File: src/ttmf_pkg.sv
// Shared types and constants for the touch trimmed-mean filter.
// Holds the controller state type, the command and status bundles and register indexes.
// No dependencies.
package ttmf_pkg;

  // Width of one ADC sample, one mean and one configuration register.
  localparam int SAMPLE_W = 12;

  // Configuration port index width and register indexes.
  localparam int CFG_IDX_W = 8;
  localparam logic [CFG_IDX_W-1:0] REG_VALID_FLOOR = 8'd0;
  localparam logic [CFG_IDX_W-1:0] REG_AGREE_LIMIT = 8'd1;

  // Register values after reset.
  localparam logic [SAMPLE_W-1:0] VALID_FLOOR_RST = 12'd20;
  localparam logic [SAMPLE_W-1:0] AGREE_LIMIT_RST = 12'd50;

  typedef enum logic [2:0] {
    ST_IDLE,
    ST_SUM,
    ST_DIV,
    ST_DECIDE,
    ST_EMIT
  } state_t;

  // Commands from the controller to the datapath.
  typedef struct packed {
    logic take;      // an input word is accepted this cycle
    logic sum_step;  // add the next kept entry to the accumulator
    logic div_step;  // form the mean from the finished sum
    logic decide;    // store the first mean or judge the pair
    logic emit;      // move the pending result into the output register
  } cmd_t;

  // Status from the datapath to the controller.
  typedef struct packed {
    logic pen_up;      // the word on the input is a pen release
    logic full;        // the word on the input completes the sample set
    logic sum_last;    // the accumulator is adding its last entry
    logic div_last;    // the mean is ready at the end of this cycle
    logic have_first;  // a first mean of a pair is held
    logic agree;       // the two means lie within the agreement limit
    logic out_free;    // the output register can take a word this cycle
  } status_t;

endpackage

File: src/touch_trimmed_mean_filter.sv
// Samples that do not complete a set stream at one word a cycle while the controller is idle.
// A pen release is accepted, then its word is loaded into the output register once the output
// is free. A sample that completes a set holds the input while the kept entries are added, one
// a cycle, the mean is formed with one reciprocal multiply and the pair is judged; when a
// coordinate results it holds until its word is loaded, which waits while the output is full.
// Reset is synchronous on rst: collection, pair state and output clear; registers return to 20/50.
module touch_trimmed_mean_filter #(
  parameter int SAMPLES = 8,
  parameter int TRIM    = 2
) (
  input  logic                               clk,
  input  logic                               rst,
  // Configuration write port.
  input  logic                               cfg_wen,
  input  logic [ttmf_pkg::CFG_IDX_W-1:0]     cfg_addr,
  input  logic [ttmf_pkg::SAMPLE_W-1:0]      cfg_wdata,
  // Input stream.
  input  logic                               s_tvalid,
  output logic                               s_tready,
  input  logic [15:0]                        s_tdata,   // [11:0] sample, [15:12] zero
  input  logic [1:0]                         s_tuser,   // [0] pen_down, [1] axis
  // Output stream.
  output logic                               m_tvalid,
  input  logic                               m_tready,
  output logic [15:0]                        m_tdata,   // [11:0] position, [15:12] zero
  output logic [1:0]                         m_tuser    // [0] touched, [1] axis_out
);

  ttmf_pkg::cmd_t    cmd;
  ttmf_pkg::status_t st;
  logic                          out_touched;
  logic                          out_axis;
  logic [ttmf_pkg::SAMPLE_W-1:0] out_position;

  // The controller only sequences; all storage of samples and means is in the datapath.
  ttmf_ctrl u_ctrl (
    .clk      (clk),
    .rst      (rst),
    .in_valid (s_tvalid),
    .in_ready (s_tready),
    .st       (st),
    .cmd      (cmd)
  );

  ttmf_dp #(
    .SAMPLES (SAMPLES),
    .TRIM    (TRIM)
  ) u_dp (
    .clk          (clk),
    .rst          (rst),
    .cfg_wen      (cfg_wen),
    .cfg_addr     (cfg_addr),
    .cfg_wdata    (cfg_wdata),
    .in_sample    (s_tdata[ttmf_pkg::SAMPLE_W-1:0]),
    .in_pen_down  (s_tuser[0]),
    .in_axis      (s_tuser[1]),
    .cmd          (cmd),
    .st           (st),
    .out_valid    (m_tvalid),
    .out_ready    (m_tready),
    .out_touched  (out_touched),
    .out_axis     (out_axis),
    .out_position (out_position)
  );

  assign m_tdata = {4'b0000, out_position};
  assign m_tuser = {out_axis, out_touched};

`ifndef SYNTH
  // The output register is only loaded when its current word is gone or leaving.
  a_emit_free: assert property (@(posedge clk) disable iff (rst)
    cmd.emit |-> (!m_tvalid || m_tready))
    else $error("result loaded over a waiting output word");

  // No new word is taken while a mean is being summed, divided or judged.
  a_busy_no_take: assert property (@(posedge clk) disable iff (rst)
    (cmd.sum_step || cmd.div_step || cmd.decide) |-> !s_tready)
    else $error("input accepted during mean computation");

  // A release word carries axis and position zero.
  a_release_zero: assert property (@(posedge clk) disable iff (rst)
    (m_tvalid && !m_tuser[0]) |-> (m_tdata == 16'd0 && !m_tuser[1]))
    else $error("release word with nonzero coordinate");

  // An accepted pen release always heads for the output next cycle.
  a_release_emit: assert property (@(posedge clk) disable iff (rst)
    (s_tvalid && s_tready && !s_tuser[0]) |=> !s_tready)
    else $error("pen release did not enter the emit step");
`endif

endmodule

File: src/ttmf_ctrl.sv
// Controller state machine of the touch trimmed-mean filter.
// Sequences accept, accumulate, divide, decide and emit; uses ttmf_pkg.
module ttmf_ctrl (
  input  logic               clk,
  input  logic               rst,
  input  logic               in_valid,
  output logic               in_ready,
  input  ttmf_pkg::status_t  st,
  output ttmf_pkg::cmd_t     cmd
);

  ttmf_pkg::state_t state;
  ttmf_pkg::state_t state_next;

  always_ff @(posedge clk) begin
    if (rst) begin
      state <= ttmf_pkg::ST_IDLE;
    end else begin
      state <= state_next;
    end
  end

  always_comb begin
    state_next = state;
    unique case (state)
      ttmf_pkg::ST_IDLE: begin
        if (in_valid) begin
          priority if (st.pen_up) begin
            state_next = ttmf_pkg::ST_EMIT;
          end else if (st.full) begin
            state_next = ttmf_pkg::ST_SUM;
          end else begin
            state_next = ttmf_pkg::ST_IDLE;
          end
        end
      end
      ttmf_pkg::ST_SUM: begin
        if (st.sum_last) begin
          state_next = ttmf_pkg::ST_DIV;
        end
      end
      ttmf_pkg::ST_DIV: begin
        if (st.div_last) begin
          state_next = ttmf_pkg::ST_DECIDE;
        end
      end
      ttmf_pkg::ST_DECIDE: begin
        if (st.have_first && st.agree) begin
          state_next = ttmf_pkg::ST_EMIT;
        end else begin
          state_next = ttmf_pkg::ST_IDLE;
        end
      end
      ttmf_pkg::ST_EMIT: begin
        if (st.out_free) begin
          state_next = ttmf_pkg::ST_IDLE;
        end
      end
      default: begin
        state_next = ttmf_pkg::ST_IDLE;
      end
    endcase
  end

  always_comb begin
    in_ready     = 1'b0;
    cmd          = '0;
    unique case (state)
      ttmf_pkg::ST_IDLE: begin
        in_ready = 1'b1;
        cmd.take = in_valid;
      end
      ttmf_pkg::ST_SUM: begin
        cmd.sum_step = 1'b1;
      end
      ttmf_pkg::ST_DIV: begin
        cmd.div_step = 1'b1;
      end
      ttmf_pkg::ST_DECIDE: begin
        cmd.decide = 1'b1;
      end
      ttmf_pkg::ST_EMIT: begin
        cmd.emit = st.out_free;
      end
      default: begin
        in_ready = 1'b0;
      end
    endcase
  end

endmodule

File: src/ttmf_dp.sv
// Datapath of the touch trimmed-mean filter: insertion-sorted sample chain,
// accumulator, reciprocal multiplier, pair check and output register; uses ttmf_pkg.
module ttmf_dp #(
  parameter int SAMPLES = 8,
  parameter int TRIM    = 2
) (
  input  logic                               clk,
  input  logic                               rst,
  input  logic                               cfg_wen,
  input  logic [ttmf_pkg::CFG_IDX_W-1:0]     cfg_addr,
  input  logic [ttmf_pkg::SAMPLE_W-1:0]      cfg_wdata,
  input  logic [ttmf_pkg::SAMPLE_W-1:0]      in_sample,
  input  logic                               in_pen_down,
  input  logic                               in_axis,
  input  ttmf_pkg::cmd_t                     cmd,
  output ttmf_pkg::status_t                  st,
  output logic                               out_valid,
  input  logic                               out_ready,
  output logic                               out_touched,
  output logic                               out_axis,
  output logic [ttmf_pkg::SAMPLE_W-1:0]      out_position
);

  localparam int DW    = ttmf_pkg::SAMPLE_W;
  localparam int CUT   = (2 * TRIM >= SAMPLES) ? (SAMPLES - 1) / 2 : TRIM;
  localparam int NKEEP = SAMPLES - 2 * CUT;
  localparam int FW    = $clog2(SAMPLES + 1);
  localparam int IW    = $clog2(SAMPLES);
  localparam int SW    = IW + DW;
  // The sum always fits in SW bits, so a rounded-up reciprocal of the kept count scaled by
  // 2^(SW + ceil(log2 NKEEP)) gives the exact truncated quotient.
  localparam int LK    = $clog2(NKEEP);
  localparam int RSH   = SW + LK;
  localparam int MW    = SW + 2;
  localparam logic [MW-1:0] RECIP =
    MW'(((longint'(1) << RSH) + longint'(NKEEP) - longint'(1)) / longint'(NKEEP));

  logic [DW-1:0]  valid_floor;
  logic [DW-1:0]  agree_limit;
  logic [DW-1:0]  sorted [SAMPLES];
  logic [FW-1:0]  fill;
  logic [DW-1:0]  first_mean;
  logic           have_first;
  logic           cur_axis;
  logic [SW-1:0]  sum_acc;
  logic [IW-1:0]  k;
  logic [DW-1:0]  quo;
  logic           res_touched;
  logic           res_axis;
  logic [DW-1:0]  res_pos;

  logic           axis_change;
  logic [FW-1:0]  eff_fill;
  logic           keep;
  logic           full;
  logic           gt      [SAMPLES];
  logic           prev_gt [SAMPLES];
  logic [DW-1:0]  prev_val[SAMPLES];
  logic [DW-1:0]  ins     [SAMPLES];
  logic [SW-1:0]  sum_next;
  logic [SW+MW-1:0] prod;
  logic [DW-1:0]  quo_next;
  logic [DW-1:0]  diff;
  logic [DW:0]    pair_sum;

  assign axis_change = (in_axis != cur_axis);
  assign eff_fill    = axis_change ? '0 : fill;
  assign keep        = (in_sample > valid_floor);
  assign full        = keep && (eff_fill == FW'(SAMPLES - 1));

  // Each entry of the chain compares itself with the new sample; the entries
  // above the insertion point move up one place.
  always_comb begin
    for (int j = 0; j < SAMPLES; j++) begin
      gt[j] = (FW'(j) < eff_fill) && (sorted[j] > in_sample);
    end
    prev_gt[0]  = 1'b0;
    prev_val[0] = '0;
    for (int j = 1; j < SAMPLES; j++) begin
      prev_gt[j]  = gt[j-1];
      prev_val[j] = sorted[j-1];
    end
    for (int j = 0; j < SAMPLES; j++) begin
      if (prev_gt[j]) begin
        ins[j] = prev_val[j];
      end else if (gt[j] || (FW'(j) == eff_fill)) begin
        ins[j] = in_sample;
      end else begin
        ins[j] = sorted[j];
      end
    end
  end

  assign sum_next = sum_acc + SW'(sorted[k]);
  assign prod     = (SW+MW)'(sum_acc) * (SW+MW)'(RECIP);
  assign quo_next = prod[RSH +: DW];
  assign diff     = (first_mean > quo) ? (first_mean - quo) : (quo - first_mean);
  assign pair_sum = {1'b0, first_mean} + {1'b0, quo};

  assign st.pen_up     = !in_pen_down;
  assign st.full       = in_pen_down && full;
  assign st.sum_last   = (k == IW'(SAMPLES - CUT - 1));
  assign st.div_last   = 1'b1;
  assign st.have_first = have_first;
  assign st.agree      = (diff <= agree_limit);
  assign st.out_free   = !out_valid || out_ready;

  always_ff @(posedge clk) begin
    if (rst) begin
      valid_floor <= ttmf_pkg::VALID_FLOOR_RST;
      agree_limit <= ttmf_pkg::AGREE_LIMIT_RST;
    end else if (cfg_wen) begin
      unique case (cfg_addr)
        ttmf_pkg::REG_VALID_FLOOR: begin
          valid_floor <= cfg_wdata;
        end
        ttmf_pkg::REG_AGREE_LIMIT: begin
          agree_limit <= cfg_wdata;
        end
        default: begin
        end
      endcase
    end
  end

  // Sample chain; entries at or above the fill count take no part in the insertion compare.
  always_ff @(posedge clk) begin
    if (cmd.take && in_pen_down && keep) begin
      for (int j = 0; j < SAMPLES; j++) begin
        sorted[j] <= ins[j];
      end
    end
  end

  always_ff @(posedge clk) begin
    if (rst) begin
      fill       <= '0;
      have_first <= 1'b0;
      cur_axis   <= 1'b0;
      first_mean <= '0;
    end else if (cmd.take) begin
      cur_axis <= in_axis;
      if (!in_pen_down) begin
        fill       <= '0;
        have_first <= 1'b0;
      end else begin
        if (axis_change) begin
          have_first <= 1'b0;
        end
        if (keep) begin
          fill <= full ? '0 : eff_fill + FW'(1);
        end else begin
          fill <= eff_fill;
        end
      end
    end else if (cmd.decide) begin
      if (!have_first) begin
        first_mean <= quo;
        have_first <= 1'b1;
      end else begin
        have_first <= 1'b0;
      end
    end
  end

  // Accumulate the kept entries, then form the mean with one reciprocal multiply.
  always_ff @(posedge clk) begin
    if (cmd.take) begin
      sum_acc <= '0;
      k       <= IW'(CUT);
    end else if (cmd.sum_step) begin
      sum_acc <= sum_next;
      k       <= k + IW'(1);
    end else if (cmd.div_step) begin
      quo <= quo_next;
    end
  end

  always_ff @(posedge clk) begin
    if (cmd.take && !in_pen_down) begin
      res_touched <= 1'b0;
      res_axis    <= 1'b0;
      res_pos     <= '0;
    end else if (cmd.decide && have_first) begin
      res_touched <= 1'b1;
      res_axis    <= cur_axis;
      res_pos     <= pair_sum[DW:1];
    end
  end

  always_ff @(posedge clk) begin
    if (rst) begin
      out_valid <= 1'b0;
    end else if (cmd.emit) begin
      out_valid <= 1'b1;
    end else if (out_ready) begin
      out_valid <= 1'b0;
    end
  end

  always_ff @(posedge clk) begin
    if (cmd.emit) begin
      out_touched  <= res_touched;
      out_axis     <= res_axis;
      out_position <= res_pos;
    end
  end

endmodule
File: config.mk
export PLATFORM = sky130hd
export DESIGN_NAME = touch_trimmed_mean_filter
export DESIGN_NICKNAME = d
export VERILOG_FILES = /design/src/ttmf_pkg.sv /design/src/touch_trimmed_mean_filter.sv /design/src/ttmf_ctrl.sv /design/src/ttmf_dp.sv
export SDC_FILE = /design/constraint.sdc
export NUM_CORES = 1
export LEC_CHECK = 0
export BUFFER_PORTS_ARGS = -buffer_cell sky130_fd_sc_hd__buf_2
export CELL_PAD_IN_SITES_DETAIL_PLACEMENT = 0
export CELL_PAD_IN_SITES_GLOBAL_PLACEMENT = 1
export CORE_UTILIZATION = 40
export DETAILED_ROUTE_END_ITERATION = 16
export GPL_ROUTABILITY_DRIVEN = 0
export HOLD_SLACK_MARGIN = 0.02
export PLACE_DENSITY_LB_ADDON = 0.3
export SLEW_MARGIN = 40
export SYNTH_ARGS = -nofsm -noshare
export SYNTH_HDL_FRONTEND = slang
export SYNTH_HIERARCHICAL = 1
export SYNTH_SLANG_ARGS = --single-unit
File: constraint.sdc
create_clock -name clk -period 9 [get_ports clk]
set_clock_uncertainty 0.15 [all_clocks]
set_input_delay 0.9 -clock clk [delete_from_list [all_inputs] [get_ports clk]]
set_output_delay 0.9 -clock clk [all_outputs]
set_load 0.01 [all_outputs]
---- Yosys cells after proc, flatten, opt, wreduce, memory -nomap -nowiden ----
Memories as Yosys holds them, arrays and structs flattened. A register that Yosys moved wholly into a read port is not among the register bits.
Index checks and enable logic that the tools add are counted.
operators by class
  add/subtract/negate cells ............... 6
  magnitude comparators ................... 19
  equality and inequality tests ........... 19
  multiplexer cells ....................... 44
  bitwise gates (word level) .............. 3
  reductions and logical operators ........ 37
operators with widths
  kind                 count
  $mux 12              16
  $gt 12x12->1         10
  $sub 12x12->12       2
  $mux 3               7
  $eq 3x4->1 const A   4
  $lt 3x4->1 const A   4
  $mux 1               16
  $mux 4               4
  $add 15x12->15       1
  $logic_and 1x1->1    15
  $pmux 3 s5           1
  $add 12x12->13       1
  $le 12x12->1         1
  $logic_or 1x1->1     9
  $reduce_and 3->1     3
  $eq 2x4->1 const A   2
  $eq 8x1->1 const B   1
  $logic_not 8->1      1
  $lt 1x4->1 const A   2
  $lt 2x4->1 const A   2
  $eq 3x2->1 const B   2
  $eq 3x3->1 const B   2
  $reduce_and 2->1     3
  $add 4x1->4 const B  1
  other kinds (13)     18
storage, ports and cells
  register bits after elaboration ......... 104
  bits in writable memories ............... 96
  output and inout bits ................... 20
  memories ................................ 1
memory list
  memory       depth  bits a word  read ports  clocked after memory_dff  write ports  line           source
  u_dp.sorted  8      12           9           1                         8            ttmf_dp.sv:40  logic [DW-1:0] sorted [SAMPLES];

---- Longest topological paths before layout ----
Gate-level depths: netlist (run 1).
  word-level depth ........................ 9
  mapped depth ............................ 22
  gate-level depth less buffers ........... 21

---- Cells and area by module ----
The synthesis (run 1) kept the hierarchy.
modules (own cells, without submodules)
  module                     times used  cells an instance  area an instance (um2)  sequential area each (um2)
  ttmf_dp                    1           1226               13143.9                 5205.0
  ttmf_ctrl                  1           23                 193.9                   60.1
  touch_trimmed_mean_filter  1           7                  48.8                    0.0

---- Worst setup path after synthesis (run 1) ----
OpenSTA, ideal clock, no wires.
  kind .................................... reg-to-reg
  start point ............................. register u_dp.quo[2]
  end point ............................... register u_ctrl.state[2]
  arrival ................................. 3679 ps
  slack ................................... 5084 ps
  stages on the path, launching flop included .. 21
  buffers on the path ..................... 2
  path through ............................ edfxtp_1 ha_1 buf_2 a21oi_1 o21ai_0 o22ai_1 or3b_1 nand2_2 buf_6 mux2i_1 xor2_1 ha_1 a21o_1 a21oi_1 nor2b_1 o21ai_0 a21oi_1 o21ai_0 a21o_1 a41oi_1 a221oi_2
RTL lines
  item                    line             source
  start, declared         ttmf_dp.sv:47    logic [DW-1:0] quo;
  start signal, assigned  ttmf_dp.sv:175   quo <= quo_next;
  end signal, assigned    ttmf_ctrl.sv:17  state <= ttmf_pkg::ST_IDLE;
  end signal, assigned    ttmf_ctrl.sv:19  state <= state_next;
  end, declared           ttmf_ctrl.sv:12  ttmf_pkg::state_t state;

==> results of run 1 <==
## power by group through the flow
stage	registers [mW]	clock network [mW]	logic [mW]
6_report	0.993	0.984	0.140
5_1_grt	0.993	1.05	0.158
4_1_cts	0.993	1.01	0.141
3_5_place_dp	1.01	0	0.140
3_3_place_gp	1.01	0	0.136
2_1_floorplan	1.01	0	0.0904
## how the worst max path moves through the flow
stage / from / end / slack (ps)
global route: u_dp/quo[2] / u_ctrl/state[2] / 3920
floorplan: u_dp/quo[2] / u_ctrl/state[2] / 5080
detailed placement: u_dp/quo[2] / u_ctrl/state[2] / 4200
CTS: u_dp/quo[2] / u_ctrl/state[2] / 4170
finish: u_dp/quo[2] / u_ctrl/state[2] / 4210
global placement: u_dp/quo[2] / u_ctrl/state[2] / 4280
## placed cells by master, fill, tap and decap left out, types with 10 or more instances in the layout
master / count
nor2_1: 111
a21o_1: 37
o21ai_0: 41
buf_4: 17
edfxtp_1: 122
ha_1: 172
nor2b_1: 19
mux2i_1: 37
mux4_2: 24
xnor2_1: 19
dfxtp_1: 79
inv_1: 95
mux2_2: 89
buf_2: 54
nand2_1: 49
nand3_1: 21
a211oi_1: 23
clkbuf_16: 25
nand4_1: 30
a21oi_1: 78
xor2_1: 10
nor3_1: 15
## per-layer routing
metal | share of wire [%] | wire (um) | vias to the layer above | global-route usage (%)
met5 | 0 | 0 | - | 0
met4 | 1.9 | 612 | 0 | 4.26
met3 | 4.6 | 1470 | 39 | 2.77
met2 | 45 | 14200 | 206 | 30.1
met1 | 49 | 15300 | 4471 | 26.1
li1 | - | - | 4736 | -
## kinds of logic after synthesis
| logic type | synth area share, % |
|---|---|
| AOI/OAI and AO/OA | 12.2 |
| xor gates and xnor gates | 2.02 |
| adders and majority gates | 16.7 |
| buffers and inverters | 4.76 |
| DFF | 39.3 |
| muxes | 14.3 |
| other | 0.0561 |
| and+or+nand+nor | 10.7 |
## state kept, by name (all words and copies together), names as in the netlist, 4 cells and up, named ones only
signal	count
u_dp/out_position	12
u_dp/sorted	96
u_dp/valid_floor	12
u_dp/first_mean	12
u_dp/sum_acc	14
u_dp/quo	12
u_dp/fill	4
u_dp/res_pos	12
u_dp/agree_limit	12
## cell type report
| class | instances | area, um2 |
|---|---|---|
| clock inverter | 13 | 136 |
| multi-input combinational | 907 | 7520 |
| clock buffer | 31 | 658 |
| tap | 442 | 553 |
| fill | 3084 | 17800 |
| inverter | 96 | 360 |
| timing repair buffer | 71 | 398 |
| sequential | 202 | 5270 |
## through the flow
stage | worst slack (ps) | util [%]
2_1_floorplan | 5080 | -
3_3_place_gp | 4280 | 43.1
3_5_place_dp | 4200 | 43.1
4_1_cts | 4170 | 45.5
5_1_grt | 3920 | 45.6
6_report | 4210 | 45.6
==> reports/results.tsv, run 1 <==
metric	value	unit
max-cap check violation count	0	
count of different cell masters after synthesis	69	
placed wire-length estimate after detailed placement	24700	um
Setup violations, final	0	
initial detailed-routing violation count	598	
flip-flop and latch count after synthesis	202	
RSZ-0062 raised after global routing	no	
max-slew headroom at the worst pin	46.5	%
layout net count	1522	
most numerous cell types in the synthesized netlist	172 x ha_1, 122 x edfxtp_1, 111 x nor2_1	
hold_ws	275	ps
number of cells traversed by the worst register-to-register path	18	
CP delay by family, top	compound AO/OA/AOI/OAI gates	
Root Buffer	clkbuf_16	
clock transition at the registers of the reported paths	60	ps
total count of hold-check failures in the final report	0	
cell area after placement	14100	um2
number of levels the H-tree was split into	1	
share of synthesized registers carrying an async set or reset	0	%
worst path arrival time	5070	ps
count leader, synth	ha_1	
ratio of cells with drive above 1 in the final layout	17.6	%
total via count after detailed routing	9452	
flop2flop setup slack	4210	ps
biggest cell delay along the critical path	500	ps
number of buffers added on ports	54	
count of cells resized by post-cts repair	0	
number of antenna violations at the first check in global routing	0	
count of hold-fix buffers inserted at cts	0	
number of search-and-repair iterations in the first detailed-routing pass	4	
standard cell with the maximum stage delay on the critical path	ha_1	
number of synthesis warnings	6	
Int Power	1.64	mW
# diodes	0	
number of buffers and inverters on the critical path	0	
pin count of the biggest net entering global routing	48	
dominant register cell in the synthesized netlist	edfxtp_1	
Max Clk Rate	209	MHz
total core area	32700	um2
r2r startpoint	u_dp/quo[2]	
Final Instance Count excl. Fillers	1762	
number of nets with antenna violations after detailed routing	0	
fraction of power consumed by sequential logic	46.9	%
Starting Density	40.9	%
worst hold path depth	0	
TritonCTS clock tree	built	
CP Max Fanout	11	
final worst path period share	53.3	%
clk buf depth	3	
placed cell count	1718	
cell count after synthesis	1256	
CP Launch Type	register	
post-CTS setup buffer count	0	
path length in cells of the critical path	18	
area enclosed by the die boundary	34200	um2
run status	completed	
leakage power figure	6.07	nW
power density cells	142	nW/um2
Sinks on Clock Net	202	
number of top-level pins	63	
Syn Area/Cell	10.7	um2
Worst EP required	9280	ps
worst slew pin tran	801	ps
row count	66	
remaining global-route overflow	0	
type of the setup path with the least slack	reg -> reg	
Cell Area, Synth	13400	um2
launch instance of the worst min-delay path	u_dp/res_touched	
die span in x	185	um
part of the total power dissipated in the clock network	46.5	%
number of enable-type register cells in the synthesized netlist	122	
vias in the first global route	9087	
sequential area share after synthesis	39.3	%
post-synthesis cell type with the largest combined area	edfxtp_1	
critical path endpoint category	register	
TNS Setup	0	ps
Peak supply drop	0.000131	V
average wire length per cell after detail routing	17.9	um
net switching power of the design	475	uW
time the final worst path needs with I/O delays and setup	4790	ps
DRC violations left	0	
post-layout total power	2.12	mW
post-route cell area	14900	um2
Worst R2R End	u_ctrl/state[2]	
number of buffers created by CTS	25	
Synth top area share	27.4	%
hold-critical path endpoint	u_dp/out_touched	
DRT Wirelength	31500	um
signed area change from the synthesized netlist to the final layout	11.3	%
via density per instance	5.36	
clk_lat worst skew	530	ps
type of the worst min-delay path	reg -> reg	
wire length of the first global-routing pass	49600	um
switching power share of the total	22.4	%
crit-path cells	ha_1, a21oi_1, o21ai_0, o22ai_1, or3b_1, nand2_2, mux2i_1, xor2_1, ha_1, a21o_1, a21oi_1, nor2b_1, o21ai_0, a21oi_1, o21ai_0, a21o_1, a41oi_1, a221oi_2	
cells taking the most area after synthesis	edfxtp_1 27%, ha_1 16%, dfxtp_1 12%, mux2_2 7.5%, mux4_2 4.0%	
combinational cell fraction of total power	6.6	%
die height	185	um
overall track demand over capacity in global routing	18.6	%
final max-slew violation count	0	
(Power assumes the default switching activity.)
==> run 2, diff against run 1 <==
Clock period 9 ns to 4.19 ns, I/O delays scaled along.
==> run 2 against run 1 <==
  * Fmax grew 23%
  * Global-route usage is 0.88 points higher
  * Sequential share of layout area is 1.1 points lower
  * First-iteration DRC count grew 5.9%
  * Non-clock buffer count is 52 higher
==> reports/results.tsv, run 2 (synthesis gave the netlist of run 1 again) <==
metric	value	unit	change
max-cap check violation count	0		unchanged
number of top-level pins	63		unchanged
type of the worst min-delay path	in -> reg		was reg -> reg
final max-slew violation count	0		unchanged
flip-flop count of the largest register after layout	96		unchanged
post-layout total power	4.46	mW	was 2.12 mW
start point of the critical path	u_dp/quo[3]		was u_dp/quo[2]
pin count of the biggest net entering global routing	42		was 48
critical path endpoint category	register		unchanged
run status	completed		unchanged
type of the setup path with the least slack	reg -> reg		unchanged
hold_ws	43.5	ps	was 275 ps
number of search-and-repair iterations in the first detailed-routing pass	5		was 4
Starting Density	40.9	%	unchanged
clk buf depth	3		unchanged
Peak supply drop	0.000277	V	was 0.000131 V
DRC violations left	0		unchanged
number of buffers created by CTS	25		unchanged
total count of hold-check failures in the final report	0		unchanged
placed wire-length estimate after detailed placement	25900	um	was 24700 um
launch instance of the worst min-delay path	s_tuser[1]		was u_dp/res_touched
time the final worst path needs with I/O delays and setup	3900	ps	was 4790 ps
max-slew headroom at the worst pin	46.3	%	was 46.5%
worst slew pin tran	803	ps	was 801 ps
most common library cell in the layout ignoring fill and taps	ha_1		unchanged
leakage power figure	6.30	nW	was 6.07 nW
met3 track utilization from global routing	2.69	%	was 2.77%
TNS Setup	0	ps	unchanged
r2r startpoint	u_dp/quo[3]		was u_dp/quo[2]
met1 capacity usage during global routing	26.5	%	was 26.1%
net switching power of the design	1.03	mW	was 475 uW
Root Buffer	clkbuf_16		unchanged
# diodes	0		unchanged
register name with the most flops	u_dp/sorted		unchanged
total via count after detailed routing	9765		was 9452
RSZ-0062 raised after global routing	no		unchanged
number of levels the H-tree was split into	1		unchanged
number of nets with antenna violations after detailed routing	0		unchanged
die span in x	185	um	unchanged
commonest cells after routing, fill and taps aside	169 x ha_1, 122 x edfxtp_1, 111 x nor2_1, 95 x inv_1, 89 x mux2_2		was 172 x ha_1, 122 x edfxtp_1, 111 x nor2_1, 95 x inv_1, 89 x mux2_2
Sinks on Clock Net	202		unchanged
overall track demand over capacity in global routing	19.5	%	was 18.6%
via density per instance	5.38		was 5.36
CP Launch Type	register		unchanged
remaining global-route overflow	0		unchanged
initial detailed-routing violation count	633		was 598
total core area	32700	um2	unchanged
utilization after layout	47.0	%	was 45.6%
wire length of the first global-routing pass	52000	um	was 49600 um
worst path arrival time	4190	ps	was 5070 ps
die height	185	um	unchanged
peak-usage layer in the global routing report	met2		unchanged
Max Clk Rate	257	MHz	was 209 MHz
Setup violations, final	0		unchanged
GR met2 Demand/Resource	31.1	%	was 30.1%
area enclosed by the die boundary	34200	um2	unchanged
CP Max Fanout	3		was 11
number of buffers added on ports	54		unchanged
power density cells	291	nW/um2	was 142 nW/um2
vias in the first global route	9604		was 9087
average wire length per cell after detail routing	18.1	um	was 17.9 um
Worst EP required	4480	ps	was 9280 ps
clk_lat worst skew	530	ps	about the same
number of antenna violations at the first check in global routing	1		was 0
switching power share of the total	23.0	%	was 22.4%
layout net count	1574		was 1522
fraction of power consumed by sequential logic	47.8	%	was 46.9%
part of the total power dissipated in the clock network	45.0	%	was 46.5%
final worst path period share	93.0	%	was 53.3%
combinational cell fraction of total power	7.2	%	was 6.6%
row count	66		unchanged
biggest regs	u_dp/sorted (96), u_dp/sum_acc (14)		unchanged
clock transition at the registers of the reported paths	60	ps	about the same
TritonCTS clock tree	built		unchanged
DRT Wirelength	32900	um	was 31500 um
Int Power	3.44	mW	was 1.64 mW
ratio of cells with drive above 1 in the final layout	20.4	%	was 17.6%
signed area change from the synthesized netlist to the final layout	14.7	%	was 11.3%
-- run 2: cell types whose count changed in the layout (fill, tap and decap cells not counted), moves of 3 or more --
cell / delta
clkbuf_1: +4
o21ai_0: -5
bufinv_16: -3
dlygate4sd3_1: +13
o21ai_1: +4
clkbuf_8: +4
buf_4: +38
ha_1: -3
-- run 2: power groups by stage --
stage,Clock [mW],Combinational [mW],Sequential [mW]
after CTS,2.07,0.323,2.13
after detailed placement,0,0.312,2.18
after global routing,2.14,0.363,2.14
after global placement,0,0.303,2.18
final,2.01,0.323,2.13
after floorplan,0,0.194,2.17
-- run 2: routing by layer --
| metal | part of all wire (%) | wire length, um |
|---|---|---|
| met5 | 0.039 | 13 |
| met4 | 4.3 | 1410 |
| met3 | 3.8 | 1240 |
| met2 | 44 | 14500 |
| met1 | 48 | 15700 |
-- run 2: area by class of cell --
class / instances / area, um2
Tap cell: 442 / 553
Clock buffer: 39 / 728
Multi-Input combinational cell: 907 / 7600
Timing Repair Buffer: 123 / 825
Clock inverter: 6 / 25.0
Fill cell: 3109 / 17300
Sequential cell: 202 / 5270
Inverter: 96 / 360
-- run 2: path summary, 6_finish.rpt --
path,end,slack (ps),depth (start not counted)
max,u_ctrl/state[2],290,18
min,u_dp/cur_axis,40,3
max reg2reg,u_ctrl/state[2],290,18
min reg2reg,u_dp/out_position[5],280,0
-- run 2: repair_timing --
action | in CTS | in global routing
setup buffers | 0 | 3
endpoints found under the hold margin | 22 | 0
gates resized for setup | 0 | 17
setup endpoints to repair | 0 | 1
hold buffers | 13 | 0
-- run 2: critical path, stage by stage, from the launching register on --
cell and delay (ps):
edfxtp_1 420, ha_1 350, and3_4 190, nand2_1 60
or4_4 480, or3b_1 190, nand2_2 80, mux2i_1 140
xor2_1 170, ha_1 310, a21o_1 180, a21oi_1 120
nor2b_1 60, o21ai_1 140, a21oi_1 80, o21ai_1 130
a21o_1 180, a41oi_2 130, a221oi_2 240
-- run 2: through the flow --
stage	area, um2	instances	worst slack [ps]
final	15400	1815	294
after global routing	15400	1815	8.99
after CTS	15300	1812	69.1
after detailed placement	14400	1754	80.2
after global placement	14400	1754	86.5
after floorplan	13400	1259	274
==> run 3, diff against run 2 <==
Settings changed: GPL_TIMING_DRIVEN set to 0.
==> run 3 against run 2 <==
  * Via count grew 1.3%
  * Utilization is 1.1 points higher
  * Cell area up 2.4%
  * Non-clock buffer count increased by 22
  * Sequential power about the same
  * Register-to-register slack got worse by 240 ps
  * Critical path type unchanged
  * Largest cell class unchanged
  * Highest routed layer is now met4
==> reports/results.tsv, run 3 (synthesis gave the netlist of run 1 again) <==
metric	value	unit	change
number of search-and-repair iterations in the first detailed-routing pass	5		unchanged
Setup violations, final	0		unchanged
worst setup slack before clock tree synthesis	-510	ps	was 80.2 ps
Peak supply drop	0.000294	V	was 0.000277 V
flip-flop count of the largest register after layout	96		unchanged
initial detailed-routing violation count	639		was 633
utilization after layout	48.1	%	was 47.0%
Starting Density	40.9	%	unchanged
RSZ-0062 raised after global routing	yes		was no
CP Max Fanout	5		was 3
die height	185	um	unchanged
signed area change from the synthesized netlist to the final layout	17.5	%	was 14.7%
run status	completed		unchanged
max-slew headroom at the worst pin	42.3	%	was 46.3%
layout net count	1597		was 1574
power density cells	302	nW/um2	was 291 nW/um2
Root Buffer	clkbuf_16		unchanged
register name with the most flops	u_dp/sorted		unchanged
remaining global-route overflow	0		unchanged
TritonCTS clock tree	built		unchanged
leakage power figure	6.41	nW	was 6.30 nW
number of buffers added on ports	53		was 54
placed wire-length estimate after detailed placement	26900	um	was 25900 um
via density per instance	5.37		was 5.38
CP Launch Type	register		unchanged
number of inserted filler cells in the final layout	3032		was 3109
clk_lat worst skew	540	ps	was 530 ps
row count	66		unchanged
DRT Wirelength	34800	um	was 32900 um
ratio of cells with drive above 1 in the final layout	22.5	%	was 20.4%
number of nets with antenna violations after detailed routing	0		unchanged
clock transition at the registers of the reported paths	60	ps	about the same
clk buf depth	3		unchanged
average wire length per cell after detail routing	18.9	um	was 18.1 um
worst path arrival time	4430	ps	was 4190 ps
vias in the first global route	9740		was 9604
critical path endpoint category	register		unchanged
wire length of the first global-routing pass	53900	um	was 52000 um
DRC violations left	0		unchanged
Max Clk Rate	242	MHz	was 257 MHz
total core area	32700	um2	unchanged
Final WS setup	58.9	ps	was 294 ps
area enclosed by the die boundary	34200	um2	unchanged
number of buffers created by CTS	26		was 25
worst slew pin tran	864	ps	was 803 ps
final max-slew violation count	0		unchanged
final worst path period share	98.6	%	was 93.0%
die span in x	185	um	unchanged
type of the setup path with the least slack	reg -> reg		unchanged
time the final worst path needs with I/O delays and setup	4130	ps	was 3900 ps
type of the worst min-delay path	in -> reg		unchanged
most common library cell in the layout ignoring fill and taps	ha_1		unchanged
# diodes	0		unchanged
number of antenna violations at the first check in global routing	0		was 1
overall track demand over capacity in global routing	20.4	%	was 19.5%
number of levels the H-tree was split into	1		unchanged
commonest cells after routing, fill and taps aside	166 x ha_1, 122 x edfxtp_1, 111 x nor2_1, 93 x inv_1, 89 x mux2_2		was 169 x ha_1, 122 x edfxtp_1, 111 x nor2_1, 95 x inv_1, 89 x mux2_2
number of top-level pins	63		unchanged
pin count of the biggest net entering global routing	17		was 42
total via count after detailed routing	9888		was 9765
TNS Setup	0	ps	unchanged
Sinks on Clock Net	202		unchanged
max-cap check violation count	0		unchanged
Worst EP required	4490	ps	was 4480 ps
biggest regs	u_dp/sorted (96), u_dp/sum_acc (14)		unchanged
total count of hold-check failures in the final report	0		unchanged
## run 3: critical path: stages, from the launching register on
cell and delay, ps:
edfxtp_1 470, ha_2 230, inv_2 60, fa_2 210, a21oi_2 70, o21ai_2 150, o22ai_2 110, or3b_4 410
nand2_4 130, mux2i_4 280, xor2_2 180, ha_1 270, a21o_1 180, a21oi_2 110, nor2b_1 50, o21ai_1 110
a21oi_1 70, o21ai_1 120, a21o_1 250, a41oi_2 150, a221oi_2 270
## run 3: per-stage QoR
stage	power [mW]	area, um2	hold WS, ps	std cells
after CTS	4.81	15600	27.1	1832
after detailed placement	2.49	14300	268	1754
after global placement	2.48	14200	264	1754
after floorplan	2.37	13400	253	1259
after global routing	4.93	15700	39.3	1840
final	4.76	15700	41.4	1840
## run 3: path summary, 6_finish.rpt
check / startpoint / to / slack, ps / depth (start not counted)
setup / recovery: u_dp/quo[0] / u_ctrl/state[2] / 60 / 20
hold / removal: m_tready / u_dp/out_valid / 40 / 3
setup reg to reg: u_dp/quo[0] / u_ctrl/state[2] / 60 / 20
hold reg to reg: u_dp/res_touched / u_dp/out_touched / 280 / 0
## run 3: area by class of cell
class | instances | area [um2] | area share [%]
multi-input cells | 907 | 7760 | 49.3
inverters | 96 | 360 | 2.29
flip-flops and latches | 202 | 5270 | 33.5
clock buffers | 28 | 701 | 4.45
clock inverters | 20 | 183 | 1.16
repair buffers | 96 | 634 | 4.03
well taps | 442 | 553 | 3.52
plain buffers | 49 | 272 | 1.73
## run 3: what timing repair did
action                                 in CTS  in global routing
pin swaps                                  19                 27
setup endpoints to repair                   1                  4
resized for setup                          25                 28
hold buffers                               14                  0
endpoints found under the hold margin      25                  0
setup buffers                              19                 10
## run 3: per-layer routing
| metal | part of all wire [%] | GRT usage, % | vias to the layer above |
|---|---|---|---|
| met5 | 0 | 0 | - |
| met4 | 2.2 | 5.06 | 0 |
| met3 | 4.3 | 3.38 | 40 |
| met2 | 46 | 33.9 | 182 |
| met1 | 48 | 27.6 | 4771 |
| li1 | - | - | 4895 |
## run 3: power breakdown
group | switching [mW] | total, mW | leakage, nW | internal, mW
sequential | 0.0117 | 2.13 | 1.76 | 2.12
clock | 0.906 | 2.30 | 0.434 | 1.39
combinational | 0.192 | 0.328 | 4.22 | 0.136
total | 1.11 | 4.76 | 6.41 | 3.65
